===== src/rtl/wvam_pkg.sv =====
// Shared constants, types and functions for the wheel velocity and acceleration magnitude block.
`default_nettype none
package wvam_pkg;

    localparam int ANGLE_ITERATIONS = 16;

    localparam int IN_W    = 16;
    localparam int SPEED_W = 20;
    localparam int COMP_W  = 21;
    localparam int MAG_W   = 16;
    localparam int ANGLE_W = 34;
    localparam int DATA_W  = 80;

    localparam logic [SPEED_W-1:0] SPEED_MAX = {SPEED_W{1'b1}};

    localparam logic [26:0] TWO_PI_Q24 = 27'd105414357;
    localparam logic signed [ANGLE_W-1:0] PI_Q29      = 34'sd1686629713;
    localparam logic signed [ANGLE_W-1:0] HALF_PI_Q29 = 34'sd843314857;
    localparam logic signed [ANGLE_W-1:0] GAIN_Q30    = 34'sd652032874;

    localparam int DIV_STEPS  = SPEED_W + 1;
    localparam int DIV_LAT    = DIV_STEPS + 4;
    localparam int COR_LAT    = ANGLE_ITERATIONS + 1;
    localparam int SQRT_STEPS = 16;
    localparam int SQRT_LAT   = SQRT_STEPS + 3;
    localparam int ALIGN_ST   = DIV_LAT + 1;
    localparam int PIPE_DEPTH = ALIGN_ST + 2;
    localparam int COR_DLY    = ALIGN_ST - COR_LAT;
    localparam int MAG_DLY    = PIPE_DEPTH - 1 - SQRT_LAT;

    typedef enum logic [0:0] {
        REG_GEAR_RATIO   = 1'b0,
        REG_WHEEL_RADIUS = 1'b1
    } cfg_reg_t;

    function automatic logic [ANGLE_W-1:0] atan_q29(input int i);
        logic [63:0] pos;
        logic [63:0] neg;
        logic [63:0] term;
        logic        odd;
        pos = 64'd0;
        neg = 64'd0;
        odd = 1'b0;
        if (i == 0) begin
            return 34'd421657428;
        end
        for (int n = 1; n * i <= 62; n += 2) begin
            term = (64'd1 << (62 - n * i)) / 64'(n);
            if (!odd) begin
                pos = pos + term;
            end else begin
                neg = neg + term;
            end
            odd = ~odd;
        end
        return ANGLE_W'(((pos - neg) + (64'd1 << 32)) >> 33);
    endfunction

endpackage
`default_nettype wire


===== src/rtl/wvam_sqrt.sv =====
// Acceleration norm: squares, sum and a pipelined rounding square root, one result bit per stage.
`default_nettype none
module wvam_sqrt (
    input  wire logic                          aclk,
    input  wire logic                          en,
    input  wire logic signed [15:0]            accel_x,
    input  wire logic signed [15:0]            accel_y,
    input  wire logic signed [15:0]            accel_z,
    output logic [wvam_pkg::MAG_W-1:0]         magnitude
);

    localparam int NS = wvam_pkg::SQRT_STEPS;

    logic signed [31:0] px;
    logic signed [31:0] py;
    logic signed [31:0] pz;
    logic [30:0] sqx_reg;
    logic [30:0] sqy_reg;
    logic [30:0] sqz_reg;
    logic [31:0] sum_reg;

    logic [31:0] v_reg   [NS];
    logic [31:0] res_reg [NS];
    logic [wvam_pkg::MAG_W-1:0] mag_reg;

    assign px = 32'(accel_x) * 32'(accel_x);
    assign py = 32'(accel_y) * 32'(accel_y);
    assign pz = 32'(accel_z) * 32'(accel_z);

    always_ff @(posedge aclk) begin
        if (en) begin
            sqx_reg <= px[30:0];
            sqy_reg <= py[30:0];
            sqz_reg <= pz[30:0];
            sum_reg <= 32'(sqx_reg) + 32'(sqy_reg) + 32'(sqz_reg);
        end
    end

    for (genvar j = 0; j < NS; j++) begin : g_step
        localparam logic [31:0] BIT = 32'd1 << (30 - 2 * j);
        logic [31:0] v_in;
        logic [31:0] r_in;
        logic [32:0] trial;
        logic        ge;

        if (j == 0) begin : g_first
            assign v_in = sum_reg;
            assign r_in = '0;
        end else begin : g_rest
            assign v_in = v_reg[j-1];
            assign r_in = res_reg[j-1];
        end

        assign trial = 33'(r_in) + 33'(BIT);
        assign ge    = (33'(v_in) >= trial);

        always_ff @(posedge aclk) begin
            if (en) begin
                v_reg[j]   <= ge ? (v_in - trial[31:0]) : v_in;
                res_reg[j] <= ge ? ((r_in >> 1) + BIT) : (r_in >> 1);
            end
        end
    end

    always_ff @(posedge aclk) begin
        if (en) begin
            mag_reg <= res_reg[NS-1][wvam_pkg::MAG_W-1:0]
                     + wvam_pkg::MAG_W'(v_reg[NS-1] > res_reg[NS-1]);
        end
    end

    assign magnitude = mag_reg;

endmodule
`default_nettype wire


===== config.mk =====
export PLATFORM = sky130hd
export DESIGN_NAME = wvam_sqrt
export DESIGN_NICKNAME = d
export VERILOG_FILES = /design/src/rtl/wvam_pkg.sv /design/src/rtl/wvam_sqrt.sv
export SDC_FILE = /design/constraint.sdc
export NUM_CORES = 2
export LEC_CHECK = 0
export ABC_AREA = 1
export ABC_CLOCK_PERIOD_IN_PS = 7600
export BUFFER_PORTS_ARGS = -buffer_cell sky130_fd_sc_hd__buf_2
export CORE_ASPECT_RATIO = 0.8
export CORE_MARGIN = 8
export CORE_UTILIZATION = 65
export CTS_CLUSTER_DIAMETER = 100
export DETAILED_ROUTE_END_ITERATION = 8
export PLACE_DENSITY_LB_ADDON = 0.25
export SLEW_MARGIN = 20
export SYNTH_ARGS = -nofsm -noshare
export SYNTH_HDL_FRONTEND = slang
export SYNTH_SLANG_ARGS = --single-unit

===== constraint.sdc =====
create_clock -name aclk -period 7.6 [get_ports aclk]
set_input_delay 0 -clock aclk [delete_from_list [all_inputs] [get_ports aclk]]
set_output_delay 0 -clock aclk [all_outputs]
set_load 0.05 [all_outputs]

==> out/metrics.csv <==
metric,value,unit
status,"complete, no violations",
crit path max fanout,18,
kind of critical path,in2reg,
port bufs,65,
Setup crit end kind,flop,
CTS tree,yes,
initial core utilization,65.4,%
post-CTS sizing,0,
Cell Count Post-Placement,9802,
clock slew at reported path FFs,0.06,ns
global route overflow,0,
largest net degree at the start of global routing,183,
maximum clock path buffer count,3,
Worst-Skew Late Latency,0.69,ns
cells on worst reg2reg path,7,
max_cap viols,0,
Rows,109,
H-tree depth,3,
Layout fillers,8768,
Rel. slew slack,25.7,%
Synth Instances,8412,
core area,0.110,mm2
ys async rst share,0,%
total CTS buffers,82,
Worst EP arrival,6.23,ns
max reg flops,512,
Die Area,0.122,mm2
RePlAce Congestion,0.999,
dominant synthesized flop cell,edfxtp_1,
post-CTS setup buffer count,0,
Routed Antenna Nets,0,
DRC violations left,0,
CP Launch Type,primary input,
share of layout cells above drive strength 1,4.03,%
Syn Std Cell Area,0.0721,mm2
DR iter-0 viols,5155,
via count of the first global-routing pass,54900,
WP data required,8.00,ns
Die H,314,um
"Warnings, synthesis",0,
DR vias/cell,5.48,
drt total wl,181000,um
root buffer cell,clkbuf_16,
Chip Width,388,um
Nets,9679,
Pre-Repair DR Iteration Count,7,
Post-DP HPWL,147000,um
Setup Viol. Count Final,0,
area added between synthesis and finish,6.19,%
Avg WL per Cell,18.1,um
Post-synth EDFFs,786,
Num Clock Sinks,786,
final cell count without fillers,9962,
initial antenna violation count,2,
vias,54600,
Synth cell types,61,
Fmax achieved,172,MHz
syn avg cell area,8.57,um2
Hold Path Stages,3,
IO Count,66,
Fin Clk Skew,0.0404,ns
Final Slew Violations,0,
Worst-Margin Slew,1.11,ns
#FFs+latches synth,786,
Tmin final,5.83,ns
TNS Setup,0,ns
Final Hold Fails,0,
total track usage,29.8,%
RSZ-0062 raised after global routing,false,
Hold WC Path Type,in2reg,
crit share post-route,76.7,%
first-pass GRT wire length,289000,um
sequential share of the synthesized area,32.7,%
## cells in the mapped netlist (7+ instances only)
cell      number  area [um2]
fa_1         720       14400
or2_2         16         100
nand3b_1      36         270
nand3_1      386        1930
nor2_1       593        2230
o21ai_1       15        75.1
o21ai_2        7        61.3
edfxtp_1     786       23600
nand2_1     2155        8090
clkbuf_1      95         357
buf_4          7        52.6
inv_1       1992        7480
nand2_2       19         119
a21o_1        22         165
nor2_2        20         125
buf_6         16         180
ha_1         460        5760
a21oi_1      255        1280
a21oi_2       28         245
inv_2          9        33.8
o21ai_0      141         706
xnor2_1       61         534
nand4_1      105         657
o21a_1         9        67.6
nor3_2         7        70.1
xor2_1       197        1730
nor2_4        11         124
o21bai_1      38         285
nor4_1        28         175
nand2_4        7        78.8
a21boi_0       9        67.6
nor3_1        87         435
## cell type report
cell class	instances	area (um2)	share of cell area [%]
antenna	3	7.51	0.00981
clock buffer	98	2130	2.79
clock inverter	53	682	0.891
inverter	2005	7530	9.83
multi-input combinational	5494	40300	52.7
sequential	786	23600	30.8
tap	1443	1810	2.36
timing repair buffer	80	488	0.637
## cell usage in the layout, fill, tap and decap left out, types with 16 or more instances in the layout
master        n
xor2_1      197
a21oi_1     255
o21ai_0     141
xnor2_1      61
inv_1      1992
or2_2        16
nor2_2       20
clkbuf_16    83
nand2_1    2155
edfxtp_1    786
ha_1        460
nand4_1     105
nor2_1      593
nand2_2      19
fa_1        720
buf_2        64
o21bai_1     38
a21o_1       22
nand3b_1     36
nand3_1     386
clkinv_1     16
a21oi_2      28
nor4_1       28
nor3_1       87
## logic make-up after synthesis
group,synth area share [%]
AOI/OAI and AO/OA,4.36
adders and majority gates,28.0
xor gates and xnor gates,3.13
DFF,32.7
buffers and inverters,11.4
other,0.00520
and+or+nand+nor,20.4
## worst max-delay path, stage by stage
cell           delay, ns
dlygate4sd3_1       0.53
buf_2               0.33
nand2_1             0.10
inv_1               0.16
fa_1                0.50
inv_1               0.25
fa_1                0.58
inv_1               0.31
fa_1                0.47
fa_1                0.48
fa_1                0.55
inv_1               0.06
fa_1                0.53
inv_1               0.04
ha_1                0.34
a21oi_1             0.26
o21ai_0             0.22
a21oi_1             0.21
nand3_1             0.13
xor2_1              0.16
## path summary, 6_finish.rpt
path / from / to / slack (ns)
hold reg to reg: v_reg[0][103]$_DFFE_PP_ / v_reg[0][135]$_DFFE_PP_ / 0.42
hold / removal: accel_z[1] / sqz_reg[2]$_DFFE_PP_ / 0.09
setup reg to reg: v_reg[1][114]$_DFFE_PP_ / v_reg[1][151]$_DFFE_PP_ / 4.24
setup / recovery: accel_y[1] / sqy_reg[23]$_DFFE_PP_ / 1.77
## metal layers
layer,part of all wire [%],global-route usage (%)
met4,2.9,8.27
met2,46,47.9
met1,42,40.9
met5,0.0072,0
met3,9.5,7.21
## timing repair
action | CTS | global route
hold endpoints to repair | 100 | 0
setup endpoints to repair | 0 | 0
hold buffers | 6 | 0
## stage by stage
stage / utilization, % / setup WS (ns) / area [um2] / hold slack [ns]
2_1_floorplan: - / 1.99 / 72100 / 0.0989
3_3_place_gp: 66.9 / 1.58 / 73700 / 0.422
3_5_place_dp: 66.9 / 1.51 / 73700 / 0.427
5_1_grt: 69.5 / 1.42 / 76500 / 0.0284
6_report: 69.5 / 1.77 / 76600 / 0.0874
4_1_cts: 69.5 / 1.83 / 76500 / 0.0230
Power is not shown: default switching activity piles up to over one toggle a cycle in this logic, so the estimate is an artifact.
