$ cat config.mk
export PLATFORM = sky130hd
export DESIGN_NAME = wvam_cordic
export DESIGN_NICKNAME = d
export VERILOG_FILES = /design/src/rtl/wvam_pkg.sv /design/src/rtl/wvam_cordic.sv
export SDC_FILE = /design/constraint.sdc
export NUM_CORES = 2
export LEC_CHECK = 0
export ABC_AREA = 0
export BUFFER_PORTS_ARGS = -buffer_cell sky130_fd_sc_hd__buf_2
export CORE_ASPECT_RATIO = 1.5
export CORE_MARGIN = 3
export CORE_UTILIZATION = 60
export CTS_BUF_LIST = sky130_fd_sc_hd__clkbuf_16
export DETAILED_ROUTE_END_ITERATION = 10
export GPL_TIMING_DRIVEN = 0
export PLACE_DENSITY_LB_ADDON = 0.25
export SYNTH_ARGS = -nofsm -noshare
export SYNTH_HDL_FRONTEND = slang
export SYNTH_SLANG_ARGS = --single-unit
$ cat constraint.sdc
create_clock -name aclk -period 8.5 [get_ports aclk]
set_clock_uncertainty 0.05 [all_clocks]
set_input_delay 0.85 -clock aclk [delete_from_list [all_inputs] [get_ports aclk]]
set_output_delay 0.85 -clock aclk [all_outputs]
set_load 0.1 [all_outputs]
$ cat src/rtl/wvam_pkg.sv
// Shared constants, types and functions for the wheel velocity and acceleration magnitude block.
`default_nettype none
package wvam_pkg;

    localparam int ANGLE_ITERATIONS = 16;

    localparam int IN_W    = 16;
    localparam int SPEED_W = 20;
    localparam int COMP_W  = 21;
    localparam int MAG_W   = 16;
    localparam int ANGLE_W = 34;
    localparam int DATA_W  = 80;

    localparam logic [SPEED_W-1:0] SPEED_MAX = {SPEED_W{1'b1}};

    localparam logic [26:0] TWO_PI_Q24 = 27'd105414357;
    localparam logic signed [ANGLE_W-1:0] PI_Q29      = 34'sd1686629713;
    localparam logic signed [ANGLE_W-1:0] HALF_PI_Q29 = 34'sd843314857;
    localparam logic signed [ANGLE_W-1:0] GAIN_Q30    = 34'sd652032874;

    localparam int DIV_STEPS  = SPEED_W + 1;
    localparam int DIV_LAT    = DIV_STEPS + 4;
    localparam int COR_LAT    = ANGLE_ITERATIONS + 1;
    localparam int SQRT_STEPS = 16;
    localparam int SQRT_LAT   = SQRT_STEPS + 3;
    localparam int ALIGN_ST   = DIV_LAT + 1;
    localparam int PIPE_DEPTH = ALIGN_ST + 2;
    localparam int COR_DLY    = ALIGN_ST - COR_LAT;
    localparam int MAG_DLY    = PIPE_DEPTH - 1 - SQRT_LAT;

    typedef enum logic [0:0] {
        REG_GEAR_RATIO   = 1'b0,
        REG_WHEEL_RADIUS = 1'b1
    } cfg_reg_t;

    function automatic logic [ANGLE_W-1:0] atan_q29(input int i);
        logic [63:0] pos;
        logic [63:0] neg;
        logic [63:0] term;
        logic        odd;
        pos = 64'd0;
        neg = 64'd0;
        odd = 1'b0;
        if (i == 0) begin
            return 34'd421657428;
        end
        for (int n = 1; n * i <= 62; n += 2) begin
            term = (64'd1 << (62 - n * i)) / 64'(n);
            if (!odd) begin
                pos = pos + term;
            end else begin
                neg = neg + term;
            end
            odd = ~odd;
        end
        return ANGLE_W'(((pos - neg) + (64'd1 << 32)) >> 33);
    endfunction

endpackage
`default_nettype wire

$ cat src/rtl/wvam_cordic.sv
// Rotation-mode CORDIC giving sine and cosine of the heading, one iteration per stage.
`default_nettype none
module wvam_cordic (
    input  wire logic                                 aclk,
    input  wire logic                                 en,
    input  wire logic signed [15:0]                   heading,
    output logic signed [wvam_pkg::ANGLE_W-1:0]       sin_q30,
    output logic signed [wvam_pkg::ANGLE_W-1:0]       cos_q30
);

    localparam int AW = wvam_pkg::ANGLE_W;
    localparam int NI = wvam_pkg::ANGLE_ITERATIONS;

    logic signed [AW-1:0] z_raw;
    logic signed [AW-1:0] zf_next;
    logic                 flip_next;
    logic signed [AW-1:0] zf_reg;
    logic                 flip_reg;

    logic signed [AW-1:0] x_reg [NI];
    logic signed [AW-1:0] y_reg [NI];
    logic signed [AW-1:0] z_reg [NI];
    logic                 f_reg [NI];

    assign z_raw = {{2{heading[15]}}, heading, 16'd0};

    always_comb begin
        zf_next   = z_raw;
        flip_next = 1'b0;
        if (z_raw > wvam_pkg::HALF_PI_Q29) begin
            zf_next   = z_raw - wvam_pkg::PI_Q29;
            flip_next = 1'b1;
        end else if (z_raw < -wvam_pkg::HALF_PI_Q29) begin
            zf_next   = z_raw + wvam_pkg::PI_Q29;
            flip_next = 1'b1;
        end
    end

    always_ff @(posedge aclk) begin
        if (en) begin
            zf_reg   <= zf_next;
            flip_reg <= flip_next;
        end
    end

    for (genvar i = 0; i < NI; i++) begin : g_iter
        localparam logic signed [AW-1:0] ATAN = signed'(wvam_pkg::atan_q29(i));
        logic signed [AW-1:0] x_in;
        logic signed [AW-1:0] y_in;
        logic signed [AW-1:0] z_in;
        logic                 f_in;
        logic signed [AW-1:0] dx;
        logic signed [AW-1:0] dy;

        if (i == 0) begin : g_first
            assign x_in = wvam_pkg::GAIN_Q30;
            assign y_in = '0;
            assign z_in = zf_reg;
            assign f_in = flip_reg;
        end else begin : g_rest
            assign x_in = x_reg[i-1];
            assign y_in = y_reg[i-1];
            assign z_in = z_reg[i-1];
            assign f_in = f_reg[i-1];
        end

        assign dx = y_in >>> i;
        assign dy = x_in >>> i;

        always_ff @(posedge aclk) begin
            if (en) begin
                if (!z_in[AW-1]) begin
                    x_reg[i] <= x_in - dx;
                    y_reg[i] <= y_in + dy;
                    z_reg[i] <= z_in - ATAN;
                end else begin
                    x_reg[i] <= x_in + dx;
                    y_reg[i] <= y_in - dy;
                    z_reg[i] <= z_in + ATAN;
                end
                f_reg[i] <= f_in;
            end
        end
    end

    assign cos_q30 = f_reg[NI-1] ? -x_reg[NI-1] : x_reg[NI-1];
    assign sin_q30 = f_reg[NI-1] ? -y_reg[NI-1] : y_reg[NI-1];

endmodule
`default_nettype wire

==> run metrics <==
reg2reg path depth=17; port bufs=80; hold_sp=heading[5]; first-pass GRT wire length=555000 um; Crit path required time=9.00 ns; die area=0.206 mm^2; CTS buffer count=between 150 and 200; Resized Gates After CTS=2; via total after detailed routing=97800; Pre-Repair DR Iteration Count=10; initial antenna violation count=12; CP startpoint kind=input port; Slew HR=-3.74%; status=finished with violations; max-cap violations=1; initial core utilization=60.5%; wire per inst=23.7 um; Area Growth Syn to Fin=7.70%; CTS clock-pin slew for the worst setup and hold paths=0.06 ns; Worst Path Arrival=8.54 ns; Worst-Skew Late Latency=0.85 ns; CTS Hold Bufs=0; H-tree levels=4; GPL Wtd Cong=~1.0; final hold vios=0; Final HPWL DP=298000 um; Root Driver=clkbuf_16; Die H=~550 um; pin count of the biggest net entering global routing=70; Die Width=371 um; final worst path period share=a little over nine tenths; Syn Area/Cell=9.63 um^2; Overflow after GRT=0; Worst-Margin Slew=1.54 ns; Clock Path Buffers=4; number of flip-flops in the largest register=between 500 and 600; most common cell after layout, fill and taps aside=edfxtp_1; Tightest Hold Check Type=input port to flip-flop; Core Area=0.198 mm^2; critical path class=input port to flip-flop; GRT Resource Usage Total=a little over a third; failing checks=max-capacitance violations, max-slew violations; initial DRC count=6541; WHS Path Cells=2; # DRC=0; Worst R2R End=x_reg[0][168]; CP Capture Type=flip-flop; crit-path max FO=37; Post-Syn Instances=12500; final worst slack=0.457 ns; Post-synth EDFFs=around 1400; sequential element share of the synthesized area=35.8%; Synth Warn #=0; syn_nets=between 10000 and 15000; clk sinks=1431; Non-Filler Instances=between 15000 and 20000; final net count=14100; RSZ-0062 raised after global routing=false; CTS tree=yes; WHS Endpoint=g_iter[0].z_in[21]; placed cells=15200; Unique masters post-synth=92; Seq cells post-synth=approximately 1400; most frequent cells in the layout=edfxtp_1 (1431), ha_1 (1343), xnor2_1 (1284), a21oi_1 (1273), nor2_1 (958); vias per inst=roughly 6.3; final number of max-transition violations=5; R2R Setup Slk=between 1.5 and 2 ns; # rows=200; Synth Cell Area=~0.12 mm^2; Final ANT Viol Nets=0; Post-Place Setup Slack=-1.50 ns; # IOs=86; Setup-failing EPs final=0; Synth async-reset ratio=0%; sequential cell area=0.0430 mm^2; vias in the first global route=99600; fmax=0.124 GHz; layout cells sized above 1=4.19%; R2R Path Start=z_reg[0][135]; Routed WL=367000 um; Multi-input gate area=0.0744 mm^2; Post-CTS Setup Bufs=0; # fillers=15900; crit path time final=~8.0 ns; ys flop type=edfxtp_1
logic make-up after synthesis:
logic type	count (synthesis)	share of synthesized area, %
multiplexers	92	0.808
adder cells (fa/ha/maj)	1391	14.8
buffers and inverters	749	2.35
flip-flops	1431	35.8
XOR/XNOR	1877	13.7
AO/OA/AOI/OAI	3821	20.1
AND/OR/NAND/NOR	3118	12.5
routing by layer:
metal	vias up	routed length, um	global-route usage [%]	share of wire [%]
li1	46800	-	-	-
met1	46300	114000	30.5	31
met2	3207	192000	65.2	52
met3	1579	15600	5.16	4.2
met4	6	45200	35.9	12
met5	-	42	0.119	0.011
worst max path at each step:
stage / to / startpoint / cells past startpoint / slack (ns)
after floorplan: y_reg[1][66] / en / 19 / 3.04
after global placement: x_reg[0][200] / en / 21 / -2.25
after detailed placement: z_reg[0][67] / en / 17 / -1.50
after CTS: x_reg[0][200] / en / 21 / 0.02
after global routing: x_reg[0][168] / en / 21 / 0.25
final: x_reg[0][168] / en / 21 / 0.46
Yosys cell counts, types with 117 or more instances:
master | count | area, um^2
clkbuf_1 | 169 | 634
o21bai_1 | 180 | 1350
nand2_1 | 743 | 2790
xor2_1 | 591 | 5180
ha_1 | 1343 | 16800
and3_1 | 117 | 732
xnor2_1 | 1286 | 11300
nand3_1 | 208 | 1040
o21a_1 | 205 | 1540
a21o_1 | 623 | 4680
edfxtp_1 | 1431 | 43000
inv_1 | 540 | 2030
nor2b_1 | 157 | 982
nor3_1 | 247 | 1240
o31ai_1 | 131 | 983
a21oi_1 | 1273 | 6370
nand2b_1 | 175 | 1090
o21ai_0 | 712 | 3560
nor2_1 | 958 | 3600
final cells by class:
type | instances | area share [%]
multi-input combinational | 10300 | 57.5
sequential | 1431 | 33.2
clock buffer | 161 | 3.11
tap | 2626 | 2.54
inverter | 549 | 1.60
clock inverter | 112 | 0.753
buffer | 200 | 0.656
timing repair buffer | 99 | 0.631
antenna | 11 | 0.0213
worst max-delay path: stages:
cell	delay [ns]
clkbuf_4	0.47
clkbuf_4	0.65
clkbuf_2	0.71
nand2_1	0.44
clkbuf_1	0.46
clkbuf_2	0.65
nand2_1	0.21
o21ai_0	0.25
fa_1	0.54
a21o_1	0.19
a21oi_1	0.25
o21bai_1	0.14
a32oi_1	0.33
a2111oi_1	0.16
buf_2	0.19
o211a_1	0.26
a21oi_1	0.59
nor3_1	0.19
or3_1	0.45
a221oi_1	0.35
xnor2_1	0.11
through the flow:
step / setup TNS [ns] / instance area, um^2 / hold WS [ns] / util [%]
after floorplan: 0 / 120000 / 0.350 / -
after global placement: -430.57 / 124000 / 0.351 / 62.4
after detailed placement: -34.32 / 124000 / 0.356 / 62.6
after CTS: 0 / 129000 / 0.290 / 65.2
after global routing: 0 / 129000 / 0.313 / 65.2
final: 0 / 129000 / 0.335 / 65.2
Power is left out: the tool's default activity adds up to more than one toggle a clock period on the data nets, which glitch-free logic cannot reach.
