`config.mk`:
```
export PLATFORM = sky130hd
export DESIGN_NAME = wvam_div
export DESIGN_NICKNAME = d
export VERILOG_FILES = /design/src/rtl/wvam_pkg.sv /design/src/rtl/wvam_div.sv
export SDC_FILE = /design/constraint.sdc
export NUM_CORES = 2
export LEC_CHECK = 0
export ABC_AREA = 1
export BUFFER_PORTS_ARGS = -buffer_cell sky130_fd_sc_hd__buf_4
export CORE_MARGIN = 4
export CORE_UTILIZATION = 50
export CTS_CLUSTER_SIZE = 16
export DETAILED_ROUTE_END_ITERATION = 12
export GPL_ROUTABILITY_DRIVEN = 0
export PLACE_DENSITY = 0.65
export SYNTH_ARGS = -nofsm -noshare
export SYNTH_HDL_FRONTEND = slang
export SYNTH_SLANG_ARGS = --single-unit
```
`constraint.sdc`:
```
create_clock -name aclk -period 19.9 [get_ports aclk]
set_input_delay 3.98 -clock aclk [delete_from_list [all_inputs] [get_ports aclk]]
set_output_delay 3.98 -clock aclk [all_outputs]
set_load 0.03 [all_outputs]
```
`src/rtl/wvam_pkg.sv`:
```
// Shared constants, types and functions for the wheel velocity and acceleration magnitude block.
`default_nettype none
package wvam_pkg;

    localparam int ANGLE_ITERATIONS = 16;

    localparam int IN_W    = 16;
    localparam int SPEED_W = 20;
    localparam int COMP_W  = 21;
    localparam int MAG_W   = 16;
    localparam int ANGLE_W = 34;
    localparam int DATA_W  = 80;

    localparam logic [SPEED_W-1:0] SPEED_MAX = {SPEED_W{1'b1}};

    localparam logic [26:0] TWO_PI_Q24 = 27'd105414357;
    localparam logic signed [ANGLE_W-1:0] PI_Q29      = 34'sd1686629713;
    localparam logic signed [ANGLE_W-1:0] HALF_PI_Q29 = 34'sd843314857;
    localparam logic signed [ANGLE_W-1:0] GAIN_Q30    = 34'sd652032874;

    localparam int DIV_STEPS  = SPEED_W + 1;
    localparam int DIV_LAT    = DIV_STEPS + 4;
    localparam int COR_LAT    = ANGLE_ITERATIONS + 1;
    localparam int SQRT_STEPS = 16;
    localparam int SQRT_LAT   = SQRT_STEPS + 3;
    localparam int ALIGN_ST   = DIV_LAT + 1;
    localparam int PIPE_DEPTH = ALIGN_ST + 2;
    localparam int COR_DLY    = ALIGN_ST - COR_LAT;
    localparam int MAG_DLY    = PIPE_DEPTH - 1 - SQRT_LAT;

    typedef enum logic [0:0] {
        REG_GEAR_RATIO   = 1'b0,
        REG_WHEEL_RADIUS = 1'b1
    } cfg_reg_t;

    function automatic logic [ANGLE_W-1:0] atan_q29(input int i);
        logic [63:0] pos;
        logic [63:0] neg;
        logic [63:0] term;
        logic        odd;
        pos = 64'd0;
        neg = 64'd0;
        odd = 1'b0;
        if (i == 0) begin
            return 34'd421657428;
        end
        for (int n = 1; n * i <= 62; n += 2) begin
            term = (64'd1 << (62 - n * i)) / 64'(n);
            if (!odd) begin
                pos = pos + term;
            end else begin
                neg = neg + term;
            end
            odd = ~odd;
        end
        return ANGLE_W'(((pos - neg) + (64'd1 << 32)) >> 33);
    endfunction

endpackage
`default_nettype wire

```
`src/rtl/wvam_div.sv`:
```
// Ground speed pipeline: product, scaling and a restoring divider, one quotient bit per stage.
`default_nettype none
module wvam_div (
    input  wire logic                         aclk,
    input  wire logic                         en,
    input  wire logic [15:0]                  rpm,
    input  wire logic [15:0]                  radius,
    input  wire logic [15:0]                  gear,
    output logic [wvam_pkg::SPEED_W-1:0]      speed,
    output logic                              saturated
);

    localparam int NW = 60;
    localparam int DW = 22;
    localparam int QW = wvam_pkg::DIV_STEPS;

    logic [31:0]   p_reg;
    logic [15:0]   g1_reg;
    logic [58:0]   m_reg;
    logic [15:0]   g2_reg;
    logic          pz2_reg;
    logic [NW-1:0] n_reg;
    logic [DW-1:0] d_reg;
    logic          gz3_reg;
    logic          pz3_reg;

    logic [NW-1:0] rem_reg [QW];
    logic [QW-1:0] q_reg   [QW];
    logic [DW-1:0] dv_reg  [QW];
    logic          gz_reg  [QW];
    logic          pz_reg  [QW];

    logic [wvam_pkg::SPEED_W-1:0] speed_reg;
    logic                         sat_reg;

    always_ff @(posedge aclk) begin
        if (en) begin
            p_reg   <= 32'(rpm) * 32'(radius);
            g1_reg  <= gear;
            m_reg   <= 59'(p_reg) * 59'(wvam_pkg::TWO_PI_Q24);
            g2_reg  <= g1_reg;
            pz2_reg <= (p_reg != 32'd0);
            n_reg   <= NW'(m_reg) + NW'({g2_reg, 24'd0}) * NW'(30);
            d_reg   <= DW'(g2_reg) * DW'(60);
            gz3_reg <= (g2_reg == 16'd0);
            pz3_reg <= pz2_reg;
        end
    end

    for (genvar j = 0; j < QW; j++) begin : g_step
        localparam int K = QW - 1 - j;
        logic [NW-1:0] r_in;
        logic [QW-1:0] q_in;
        logic [DW-1:0] d_in;
        logic          gz_in;
        logic          pz_in;
        logic [66:0]   dsh;
        logic          ge;
        logic [NW-1:0] rem_next;
        logic [QW-1:0] q_next;

        if (j == 0) begin : g_first
            assign r_in  = n_reg;
            assign q_in  = '0;
            assign d_in  = d_reg;
            assign gz_in = gz3_reg;
            assign pz_in = pz3_reg;
        end else begin : g_rest
            assign r_in  = rem_reg[j-1];
            assign q_in  = q_reg[j-1];
            assign d_in  = dv_reg[j-1];
            assign gz_in = gz_reg[j-1];
            assign pz_in = pz_reg[j-1];
        end

        assign dsh      = 67'(d_in) << (24 + K);
        assign ge       = (67'(r_in) >= dsh);
        assign rem_next = ge ? (r_in - NW'(dsh)) : r_in;
        assign q_next   = q_in | (QW'(ge) << K);

        always_ff @(posedge aclk) begin
            if (en) begin
                rem_reg[j] <= rem_next;
                q_reg[j]   <= q_next;
                dv_reg[j]  <= d_in;
                gz_reg[j]  <= gz_in;
                pz_reg[j]  <= pz_in;
            end
        end
    end

    always_ff @(posedge aclk) begin
        if (en) begin
            if (gz_reg[QW-1]) begin
                speed_reg <= pz_reg[QW-1] ? wvam_pkg::SPEED_MAX : '0;
                sat_reg   <= pz_reg[QW-1];
            end else begin
                speed_reg <= q_reg[QW-1][QW-1] ? wvam_pkg::SPEED_MAX
                                               : q_reg[QW-1][QW-2:0];
                sat_reg   <= q_reg[QW-1][QW-1];
            end
        end
    end

    assign speed     = speed_reg;
    assign saturated = sat_reg;

endmodule
`default_nettype wire

```
==> qor.yml <==
outcome: "finished clean"
setup.reg_to_reg.worst_slack_ps: 12780
critPathBufInv: 6
finalCritPeriodShare_pct: 43.41
cp_class: "input port to register"
wire_per_inst_um: 16.97
rsz0062_at_grt: "no"
synth_top_area_share_pct: 47.66
post-route-cell-area_mm2: 0.1438
grt_pass1_wl_um: 494500
dr_total_vias: 93750
synthDistinctLibCells: 61
r2r.worst_path.cells: 24
synth_edf_count: 2100
path_common_cell: "fa_1"
crit_path_top_delay_cell: "fa_1"
min_from: "q_reg[3][18]$_DFFE_PP_"
netlist_top_cells_area: "edfxtp_1, nand2_1, fa_1"
globalRouteOverflowTotal: 0
worstMarginPinSlew_ps: 1199
final_max_slew_viol_count: 0
cts_root_buffer: "clkbuf_16"
synth.yosys.warnings: 0
cp-start-kind: "input port"
netlist_top_cells_count: "nand2_1, inv_1, edfxtp_1, nor2_1, ha_1"
place_worst_setup_slack_ps: 10440
clk-insertion-delay-late_ps: 890
start_util_pct: 50.31
die_w_um: 522.4
floorplan.rows: 188
largest_register_ffs: 1200
number_of_synthesized_register_bits: 2100
tritoncts: "built"
area.growth.synth_to_final_pct: 8.709
timing.setup.tns_ps: 0
crit_chain: "buf_4 -> nand2_1 -> fa_1 -> inv_1 -> fa_1 -> inv_1 -> fa_1 -> inv_1 -> fa_1 -> inv_1 -> fa_1 -> inv_1 -> fa_1 -> ha_1 -> a21oi_1 -> o21ai_0 -> a21oi_1 -> nor2_1 -> nor2_1 -> nand2_1 -> nand2_1 -> nand2_1"
clk_pin_slew_worst_setup_hold_paths_ps: 60
finalWirelength_um: 310400
floorplan.io_pins: 71
max_freq_mhz: 115.8
postCtsHoldBufs: 0
synth_sequential_area_ratio_pct: 47.66
post-synth-top-area-cell: "edfxtp_1"
clk_path_buf_depth: 4
post_cts_repair_resize_count: 0
post_route_cells_drive_above_1_share_pct: 4.148
layout_min_cycle_time_ps: 8638
cap_viol_max_count: 0
finClkSkew_ps: 82.57
clock_sinks: 2100
timing.critical_path.depth: 22
critPathMaxStageDelay_ps: 550
post_synth_inst_count: 14430
worst-endpoint-arrival_ps: 9260
r2r_end: "m_reg[46]$_DFFE_PP_"
vias_per_cell: 5.124
global_route.usage.total_pct: 22.73
most_frequent_cell_after_synthesis: "nand2_1"
post_syn_nets: 15920
first_pass_iters: 6
first_iteration_detailed_routing_drc_count: 7632
cts_setup_buffers: 0
kind_of_capture_point_of_the_worst_setup_path: "register"
post-dp-hpwl_um: 243700
r2r-start: "p_reg[2]$_DFFE_PP_"
cts_made_buffers: 224
postSynth.asyncResetShare_pct: 0
die_h_um: 522.4
cts_h_tree_depth: 4
min_to: "q_reg[3][39]$_DFFE_PP_"
quantity_of_i_o_buffers_inserted_on_ports: 70
critical_path_required_ps: 20520
nNetsFinal: 16090
floorplan.core_area_mm2: 0.2630
postPlaceCellArea_mm2: 0.1366
timing.hold.worst_path_depth: 0
slew_headroom_pct: 19.99
worst_hold_slack_ps: 388.7
cp_top_family: "adder cells"
timing.final.ws_setup_ps: 11260
grt_start_max_net_pins: 192
hp-class: "register to register"
hold_viol: 0
drc: 0
number_of_global_route_vias_before_repair: 91490
crit_path_max_fanout: 16
setup-violations-final: 0
number_of_antenna_violations_at_the_first_check_in_global_routing: 1
avgSynthCellArea_um2: 9.172
design.die.area_mm2: 0.2729
antenna_left: 0
postSynth.topFlopCell: "edfxtp_1"
mappedNetlistArea_mm2: 0.1323
## through the flow
stage	std cells	util (%)
2_1_floorplan	14430	-
3_3_place_gp	17890	51.94
3_5_place_dp	17890	51.94
4_1_cts	18290	54.69
5_1_grt	18300	54.70
6_report	18300	54.70
## how the worst max path moves through the flow
stage               startpoint  slack [ps]                   to
detailed placement  radius[15]       10440  p_reg[30]$_DFFE_PP_
global placement    radius[15]       10450  p_reg[30]$_DFFE_PP_
floorplan               rpm[2]       10640  p_reg[30]$_DFFE_PP_
finish              radius[15]       11260  p_reg[30]$_DFFE_PP_
CTS                 radius[15]       11370  p_reg[30]$_DFFE_PP_
global route        radius[15]       11020  p_reg[30]$_DFFE_PP_
## cells in the final DEF (no fill, tap or decap), types with 20 or more instances in the layout
| master | Yosys | routed |
|---|---|---|
| a21oi_1 | 492 | 492 |
| buf_4 | 18 | 91 |
| xnor2_1 | 68 | 68 |
| clkinv_2 | 0 | 38 |
| and2_1 | 29 | 29 |
| ha_1 | 875 | 875 |
| xor2_1 | 248 | 248 |
| nand3b_1 | 49 | 49 |
| clkinvlp_4 | 0 | 21 |
| o21ai_0 | 201 | 201 |
| clkbuf_16 | 0 | 228 |
| nor2_2 | 43 | 43 |
| nor3_1 | 108 | 107 |
| nand2_2 | 31 | 31 |
| o21bai_1 | 58 | 58 |
| inv_1 | 2775 | 2775 |
| a21oi_2 | 20 | 20 |
| bufinv_16 | 0 | 24 |
| nand3_1 | 648 | 648 |
| nand4_1 | 279 | 279 |
| clkinv_1 | 2 | 42 |
| nor2_1 | 1195 | 1194 |
| clkbuf_1 | 75 | 37 |
| nand2_1 | 4289 | 4289 |
| edfxtp_1 | 2100 | 2100 |
| fa_1 | 568 | 568 |
## layer usage
| layer | part of all wire [%] | track usage, % |
|---|---|---|
| met5 | 0 | 0 |
| met4 | 3.0 | 6.356 |
| met3 | 5.8 | 2.918 |
| met2 | 48 | 38.40 |
| met1 | 44 | 30.94 |
## layout make-up
cell class                      count  area [um^2]
Fill cell                       23710       119100
Sequential cell                  2100        63060
Multi-Input combinational cell   9381        57810
Inverter                         2794        10490
Clock buffer                      265         5844
Tap cell                         3515         4398
Clock inverter                    140         1394
Timing Repair Buffer               98        830.8
Antenna cell                        3        7.507
## cells by family after synthesis
kind of cell,share of synthesized area (%)
xor gates and xnor gates,2.092
AOI/OAI and AO/OA,3.468
adders and majority gates,16.87
and+or+nand+nor,21.26
buffers and inverters,8.656
DFF,47.66
Power is not shown: default switching activity piles up to over one toggle a cycle in this logic, so the estimate is an artifact.
